==> src/hw/rtl/fmrc_pkg.sv <==
package fmrc_pkg;

    localparam logic [1:0] OP_CLEAR  = 2'd0;
    localparam logic [1:0] OP_APPEND = 2'd1;
    localparam logic [1:0] OP_LOOKUP = 2'd2;

    localparam logic [10:0] NIGHT_END_MIN   = 11'd360;
    localparam logic [10:0] NIGHT_START_MIN = 11'd1080;

    // care mask bit positions
    localparam int C_FLOOR   = 0;
    localparam int C_DUNGEON = 1;
    localparam int C_TOWN    = 2;
    localparam int C_DMIN    = 3;
    localparam int C_DMAX    = 4;
    localparam int C_WILD    = 5;
    localparam int C_NIGHT   = 6;
    localparam int C_GROUND  = 7;
    localparam int C_BAND    = 8;

    typedef struct packed {
        logic [1:0]         op;
        logic [8:0]         care_mask;
        logic [7:0]         floor_code;
        logic [7:0]         dungeon_num;
        logic [7:0]         town_id;
        logic [7:0]         depth_low;
        logic [7:0]         depth_high;
        logic [1:0]         flags;
        logic [3:0]         ground_kind;
        logic [1:0]         daypart;
        logic signed [11:0] clock_min;
        logic [7:0]         sound_id;
    } t_req;

    typedef struct packed {
        logic       hit;
        logic [7:0] sound_out;
        logic [3:0] rule_index;
        logic [4:0] rule_count_out;
        logic       table_full;
    } t_rsp;

    // scene broadcast to every cell during a lookup walk
    typedef struct packed {
        logic [7:0] floor_code;
        logic [7:0] dungeon_num;
        logic [7:0] town_id;
        logic [7:0] depth;
        logic       wild;
        logic       night;
        logic [3:0] ground_kind;
        logic [1:0] daypart;
    } t_scene;

    // rule write, broadcast with a target slot
    typedef struct packed {
        logic       en;
        logic [7:0] slot;
        t_req       rule;
    } t_wr;

    // lookup token handed from cell to cell
    typedef struct packed {
        logic       valid;
        logic       found;
        logic [7:0] sound;
        logic [3:0] idx;
    } t_tok;

endpackage

==> src/hw/rtl/fmrc_rule_cell.sv <==
module fmrc_rule_cell #(
    parameter int IDX = 0,
    parameter int CW  = 5
) (
    input  logic            i_clk,
    input  logic            i_rst_n,
    input  fmrc_pkg::t_wr    i_wr,
    input  fmrc_pkg::t_scene i_scene,
    input  logic [CW-1:0]   i_count,
    input  fmrc_pkg::t_tok   i_tok,
    output fmrc_pkg::t_tok   o_tok
);
    import fmrc_pkg::*;

    logic [8:0] r_care;
    logic [7:0] r_floor;
    logic [7:0] r_dungeon;
    logic [7:0] r_town;
    logic [7:0] r_dmin;
    logic [7:0] r_dmax;
    logic       r_wild;
    logic       r_night;
    logic [3:0] r_ground;
    logic [1:0] r_band;
    logic [7:0] r_sound;
    t_tok       r_tok;
    t_tok       n_tok;
    logic       w_active;
    logic       w_match;

    assign w_active = CW'(IDX) < i_count;

    always_comb begin
        w_match = 1'b1;
        if (r_care[C_FLOOR]   && r_floor   != i_scene.floor_code)  w_match = 1'b0;
        if (r_care[C_DUNGEON] && r_dungeon != i_scene.dungeon_num) w_match = 1'b0;
        if (r_care[C_TOWN]    && r_town    != i_scene.town_id)     w_match = 1'b0;
        if (r_care[C_DMIN]    && i_scene.depth < r_dmin)           w_match = 1'b0;
        if (r_care[C_DMAX]    && i_scene.depth > r_dmax)           w_match = 1'b0;
        if (r_care[C_WILD]    && r_wild    != i_scene.wild)        w_match = 1'b0;
        if (r_care[C_NIGHT]   && r_night   != i_scene.night)       w_match = 1'b0;
        if (r_care[C_GROUND]  && r_ground  != i_scene.ground_kind) w_match = 1'b0;
        if (r_care[C_BAND]    && r_band    != i_scene.daypart)     w_match = 1'b0;
    end

    always_comb begin
        n_tok = i_tok;
        // first active match claims the token; later cells pass it on
        if (i_tok.valid && !i_tok.found && w_active && w_match) begin
            n_tok.found = 1'b1;
            n_tok.sound = r_sound;
            n_tok.idx   = 4'(IDX);
        end
    end

    always_ff @(posedge i_clk) begin
        if (!i_rst_n) begin
            r_tok.valid <= 1'b0;
        end else begin
            r_tok.valid <= n_tok.valid;
        end
        r_tok.found <= n_tok.found;
        r_tok.sound <= n_tok.sound;
        r_tok.idx   <= n_tok.idx;
    end

    always_ff @(posedge i_clk) begin
        if (i_wr.en && i_wr.slot == 8'(IDX)) begin
            r_care    <= i_wr.rule.care_mask;
            r_floor   <= i_wr.rule.floor_code;
            r_dungeon <= i_wr.rule.dungeon_num;
            r_town    <= i_wr.rule.town_id;
            r_dmin    <= i_wr.rule.depth_low;
            r_dmax    <= i_wr.rule.depth_high;
            r_wild    <= i_wr.rule.flags[0];
            r_night   <= i_wr.rule.flags[1];
            r_ground  <= i_wr.rule.ground_kind;
            r_band    <= i_wr.rule.daypart;
            r_sound   <= i_wr.rule.sound_id;
        end
    end

    assign o_tok = r_tok;

endmodule

==> src/hw/rtl/first_match_rule_classifier_core.sv <==
// Clear, append, unused op codes and a lookup on an empty table: the result is
// registered in S_POST, which waits for the output register to be free.
// Lookup on a non-empty table: S_WALK, then S_POST; in S_WALK
// the token walks the rule cells one per cycle.
// A new request is taken only when the previous one has reached the output register.
// Reset empties the table (rule count 0); rule contents stay undefined until written.
module first_match_rule_classifier_core #(
    parameter int MAX_RULES = 16
) (
    input  logic           i_clk,
    input  logic           i_rst_n,
    input  logic           i_valid,
    output logic           o_ready,
    input  fmrc_pkg::t_req i_req,
    output logic           o_valid,
    input  logic           i_ready,
    output fmrc_pkg::t_rsp o_rsp
);
    import fmrc_pkg::*;

    localparam int CW = $clog2(MAX_RULES + 1);

    typedef enum logic [1:0] {
        S_IDLE,
        S_WALK,
        S_POST
    } t_state;

    t_state        r_state;
    logic [CW-1:0] r_count;
    logic [CW-1:0] n_count;
    logic          r_launch;
    logic          n_launch;
    t_scene        r_scene;
    t_scene        n_scene;
    t_rsp          r_res;
    t_rsp          n_res;
    t_rsp          r_out;
    logic          r_out_valid;
    logic          w_accept;
    logic          w_full;
    t_wr           w_wr;
    t_tok          w_tok [MAX_RULES+1];

    assign o_ready  = r_state == S_IDLE;
    assign w_accept = i_valid && o_ready;
    assign w_full   = r_count == CW'(MAX_RULES);
    assign n_launch = w_accept && i_req.op == OP_LOOKUP && r_count != '0;

    always_comb begin
        n_scene.floor_code  = i_req.floor_code;
        n_scene.dungeon_num = i_req.dungeon_num;
        n_scene.town_id     = i_req.town_id;
        n_scene.depth       = i_req.depth_low;
        n_scene.wild        = i_req.flags[0];
        // negative minute means unknown, never night
        n_scene.night       = !i_req.clock_min[11] &&
                              (i_req.clock_min[10:0] < NIGHT_END_MIN ||
                               i_req.clock_min[10:0] >= NIGHT_START_MIN);
        n_scene.ground_kind = i_req.ground_kind;
        n_scene.daypart     = i_req.daypart;
    end

    always_comb begin
        n_count          = r_count;
        n_res.hit        = 1'b0;
        n_res.sound_out  = 8'd0;
        n_res.rule_index = 4'd0;
        n_res.table_full = 1'b0;
        case (i_req.op)
            OP_CLEAR: begin
                n_count = '0;
            end
            OP_APPEND: begin
                if (w_full) begin
                    n_res.table_full = 1'b1;
                end else begin
                    n_count = r_count + CW'(1);
                end
            end
            default: begin
                n_count = r_count;
            end
        endcase
        n_res.rule_count_out = 5'(n_count);
    end

    always_comb begin
        w_wr.en   = w_accept && i_req.op == OP_APPEND && !w_full;
        w_wr.slot = 8'(r_count);
        w_wr.rule = i_req;
    end

    assign w_tok[0].valid = r_launch;
    assign w_tok[0].found = 1'b0;
    assign w_tok[0].sound = 8'd0;
    assign w_tok[0].idx   = 4'd0;

    for (genvar g = 0; g < MAX_RULES; g++) begin : g_cell
        fmrc_rule_cell #(
            .IDX (g),
            .CW  (CW)
        ) u_cell (
            .i_clk   (i_clk),
            .i_rst_n (i_rst_n),
            .i_wr    (w_wr),
            .i_scene (r_scene),
            .i_count (r_count),
            .i_tok   (w_tok[g]),
            .o_tok   (w_tok[g+1])
        );
    end

    always_ff @(posedge i_clk) begin
        if (!i_rst_n) begin
            r_state     <= S_IDLE;
            r_count     <= '0;
            r_launch    <= 1'b0;
            r_out_valid <= 1'b0;
        end else begin
            r_launch <= n_launch;
            if (r_out_valid && i_ready && r_state != S_POST) begin
                r_out_valid <= 1'b0;
            end
            case (r_state)
                S_IDLE: begin
                    if (w_accept) begin
                        r_count <= n_count;
                        r_scene <= n_scene;
                        r_res   <= n_res;
                        if (n_launch) begin
                            r_state <= S_WALK;
                        end else begin
                            r_state <= S_POST;
                        end
                    end
                end
                S_WALK: begin
                    if (w_tok[MAX_RULES].valid) begin
                        r_res.hit <= w_tok[MAX_RULES].found;
                        if (w_tok[MAX_RULES].found) begin
                            r_res.sound_out  <= w_tok[MAX_RULES].sound;
                            r_res.rule_index <= w_tok[MAX_RULES].idx;
                        end
                        r_state <= S_POST;
                    end
                end
                S_POST: begin
                    // hold until the output register is free
                    if (!r_out_valid || i_ready) begin
                        r_out       <= r_res;
                        r_out_valid <= 1'b1;
                        r_state     <= S_IDLE;
                    end
                end
                default: begin
                    r_state <= S_IDLE;
                end
            endcase
        end
    end

    assign o_valid = r_out_valid;
    assign o_rsp   = r_out;

endmodule

==> config.mk <==
export PLATFORM = sky130hd
export DESIGN_NAME = first_match_rule_classifier_core
export DESIGN_NICKNAME = d
export VERILOG_FILES = /design/src/hw/rtl/fmrc_pkg.sv /design/src/hw/rtl/fmrc_rule_cell.sv /design/src/hw/rtl/first_match_rule_classifier_core.sv
export SDC_FILE = /design/constraint.sdc
export NUM_CORES = 2
export LEC_CHECK = 0
export ABC_CLOCK_PERIOD_IN_PS = 8500
export BUFFER_PORTS_ARGS = -buffer_cell sky130_fd_sc_hd__buf_4
export CORE_MARGIN = 4
export CORE_UTILIZATION = 30
export CTS_CLUSTER_DIAMETER = 40
export DETAILED_ROUTE_END_ITERATION = 10
export RECOVER_POWER = 50
export SLEW_MARGIN = 20
export SYNTH_ARGS = -nofsm -noshare
export SYNTH_HDL_FRONTEND = slang
export SYNTH_SLANG_ARGS = --single-unit
export TNS_END_PERCENT = 1
==> constraint.sdc <==
create_clock -name i_clk -period 8.5 [get_ports i_clk]
set_input_delay 0 -clock i_clk [delete_from_list [all_inputs] [get_ports i_clk]]
set_output_delay 0 -clock i_clk [all_outputs]
set_load 0.1 [all_outputs]
==> metrics.md <==
| Metric | Value |
|---|---|
| Result of the run | `finished, violations left` |
| Violations in the final reports | `max-capacitance violations, max-slew violations` |
| Final HPWL from detailed placement | `73580 um` |
| Proportion of synthesized flip-flops having asynchronous set or reset | `0%` |
| Maximum capacitance violations | `1` |
| Synth warn | `0` |
| Worst setup path category | `reg2reg` |
| Slowest CP cell | `clkbuf_1` |
| Fraction of the yosys area taken by sequential cells | `71.02%` |
| Cell chain of the critical path | `nor2_1 > and3_2 > clkbuf_1` |
| Boundary Pins | `104` |
| RD Place Congestion | `0.7690` |
| Worst reg2reg startpoint | `r_state[0]` |
| Cells taking the most area after synthesis | `edfxtp_1, dfxtp_1, xnor2_1` |
| Worst Path Required | `8760 ps` |
| Number of clock sinks | `1336` |
| Wirelength, routed | `123200 um` |
| Total power of the final layout | `14240 uW` |
| Max stage delay on crit path | `2790 ps` |
| Arrival time of the worst setup path | `4430 ps` |
| Final worst-path cycle share | `49.05%` |
| TritonCTS clock tree | `yes` |
| Leakage power | `0.02208 uW` |
| Startpoint type of the worst setup path | `flip-flop` |
| Placed cell area | `57250 um2` |
| Clock insertion delay at the later pin of the skew report | `770 ps` |
| Effective utilization at floorplan | `30.23%` |
| Total clock buffers created by CTS | `150` |
| EDFF count, synth | `1118` |
| Final global-route overflow total | `0` |
| Area of the placeable core | `176700 um2` |
| Slew Viols, Final | `47` |
| Setup TNS after final layout | `0 ps` |
| Unrepaired setup endpoints after global routing | `no` |
| Slew at the pin with the worst max-slew slack | `4023 ps` |
| Layout overhead on the synthesized area | `17.65%` |
| Clock input transition at the sequential cells of the worst setup and hold paths | `60 ps` |
| Post-Syn Nets | `3724` |
| Largest fanout of any net on the critical path | `46` |
| Start point of the critical path | `r_state[0]` |
| Die width | `430.0 um` |
| Library cell used as clock root buffer | `clkbuf_16` |
| Detailed router's first-iteration violation count | `1988` |
| Clk buf depth | `3` |
| Worst vdd rail ir drop | `0.1867 mV` |
| Via density per instance | `4.525` |
| Number of failing hold endpoints at the final stage | `0` |
| Maximum clock frequency | `239.9 MHz` |
| Remaining routing DRC violations | `0` |
| Maximum number of pins on one net before global-route repair | `66` |
| Utilization after layout | `35.57%` |
| Area fraction of the dominant cell type after synthesis | `62.85%` |
| Cell variety after synth | `70` |
| Initial antenna violation count | `7` |
| Post-Syn Area per Cell | `15.72 um2` |
| Post-synth design cell area | `53420 um2` |
| Net count, final | `4033` |
| PD cells | `226.6 nW/um2` |
| GRT Total Usage | `13.17%` |
| Start point of the worst min-delay path | `i_req[18]` |
| Count of cells resized by post-cts repair | `0` |
| Setup-failing EPs final | `0` |
| Post-route design area | `62850 um2` |
| Dominant register cell in the synthesized netlist | `edfxtp_1` |
| Cells after synthesis | `3398` |
| Vias in the first global route | `27740` |
| # rows | `154` |
| DIE HEIGHT | `430.0 um` |
| Antenna viol nets, final | `0` |
| Cell with the most instances after synthesis | `edfxtp_1` |
| Worst rel slew slack | `-168.2%` |
| Yosys reg bits | `1336` |
| Vias | `27950` |
| Path type of the worst min-delay path | `in2reg` |
| Cell types with the highest counts after synthesis | `edfxtp_1, xnor2_1, inv_1` |
| Routed wire length per instance | `19.94 um` |
| 1st-pass router iterations | `5` |
| Fin Clk Skew | `30.36 ps` |
| Min Tclk post-route | `4169 ps` |
| Die ar. | `184900 um2` |
| Fraction of layout cells with a size suffix above 1 | `12.41%` |
| Cell accounting for the most synthesized area | `edfxtp_1` |
| Port bufs | `100` |
| Number of H-tree levels | `4` |
| Worst Setup End Kind | `flip-flop` |
| Global-route wire length before repair | `181300 um` |
==> what timing repair did <==
| item | 4_1_cts | 5_1_grt |
|---|---|---|
| buffers inserted | 0 | 0 |
| hold endpoints to repair | 1112 | 0 |
| hold buffers | 77 | 0 |
==> registers in the layout, summed over array words and instances, names as in the netlist, 64 cells and up <==
signal                   cells
g_cell.u_cell.o_tok        209
g_cell.u_cell.r_care       144
g_cell.u_cell.r_dmax       128
g_cell.u_cell.r_dmin       128
g_cell.u_cell.r_dungeon    128
g_cell.u_cell.r_floor      128
g_cell.u_cell.r_sound      128
g_cell.u_cell.r_town       128
g_cell.u_cell.r_ground      64
==> area by class of cell <==
cell class | count | area, um2
Multi-Input combinational cell | 1721 | 14170
Antenna cell | 2 | 5.005
Clock inverter | 107 | 1205
Timing Repair Buffer | 251 | 1767
Inverter | 247 | 927.1
Fill cell | 16760 | 113800
Clock buffer | 173 | 3913
Sequential cell | 1336 | 37940
Tap cell | 2340 | 2928
==> power by group <==
part	total (uW)	switching [uW]	internal (uW)
combinational	505	340	165
clock	6590	2730	3860
sequential	7150	23.2	7130
==> path summary, 6_finish.rpt <==
kind / end / slack, ps / depth (start not counted)
setup / recovery: r_scene[30] / 4330 / 3
hold / removal: r_scene[6] / 240 / 4
setup reg to reg: r_scene[30] / 4330 / 3
hold reg to reg: g_cell[5].u_cell.o_tok[0] / 410 / 1
==> cells by family after synthesis <==
family / count (synthesis) / synth area share [%]
AOI/OAI and AO/OA: 349 / 4.026
adders and majority gates: 243 / 5.692
and+or+nand+nor: 496 / 5.389
muxes: 121 / 2.682
buffers and inverters: 341 / 2.801
DFF: 1336 / 71.02
xor gates and xnor gates: 512 / 8.394
==> stage by stage <==
step	hold WS [ps]	cells	setup slack, ps
3_3_place_gp	320.9	5816	4525
3_5_place_dp	326.2	5817	4504
4_1_cts	92.65	6174	4459
5_1_grt	227.3	6175	4017
2_1_floorplan	98.87	3398	426.6
6_report	239.6	6177	4331
==> critical path, delay by kind of cell (launching register included) <==
family	cells	cell delay, ps
buf+inv	1	2790
flops	1	370
simple gates	2	410
==> layer usage <==
metal	global-route usage, %	routed length (um)	vias up
met2	21.43	58120	651
met4	4.244	2917	0
met1	17.70	54950	14060
met5	0	0	-
met3	2.590	7180	173
li1	-	-	13070
==> cells in the final DEF, fill, tap and decap left out, types with 33 or more instances in the layout <==
| cell type | count |
|---|---|
| nand2b_1 | 49 |
| dlygate4sd3_1 | 77 |
| xor2_1 | 116 |
| clkbuf_1 | 106 |
| and2_1 | 33 |
| dfxtp_1 | 218 |
| buf_4 | 82 |
| a21o_1 | 33 |
| xnor2_1 | 396 |
| o21ai_0 | 122 |
| nand3_1 | 45 |
| mux2_2 | 80 |
| a21oi_1 | 94 |
| clkbuf_16 | 152 |
| nand2_1 | 53 |
| edfxtp_1 | 1118 |
| inv_1 | 247 |
| ha_1 | 243 |
| nor2_1 | 46 |
| nand4_1 | 128 |
No activity file was read; power rests on OpenSTA's default activity.
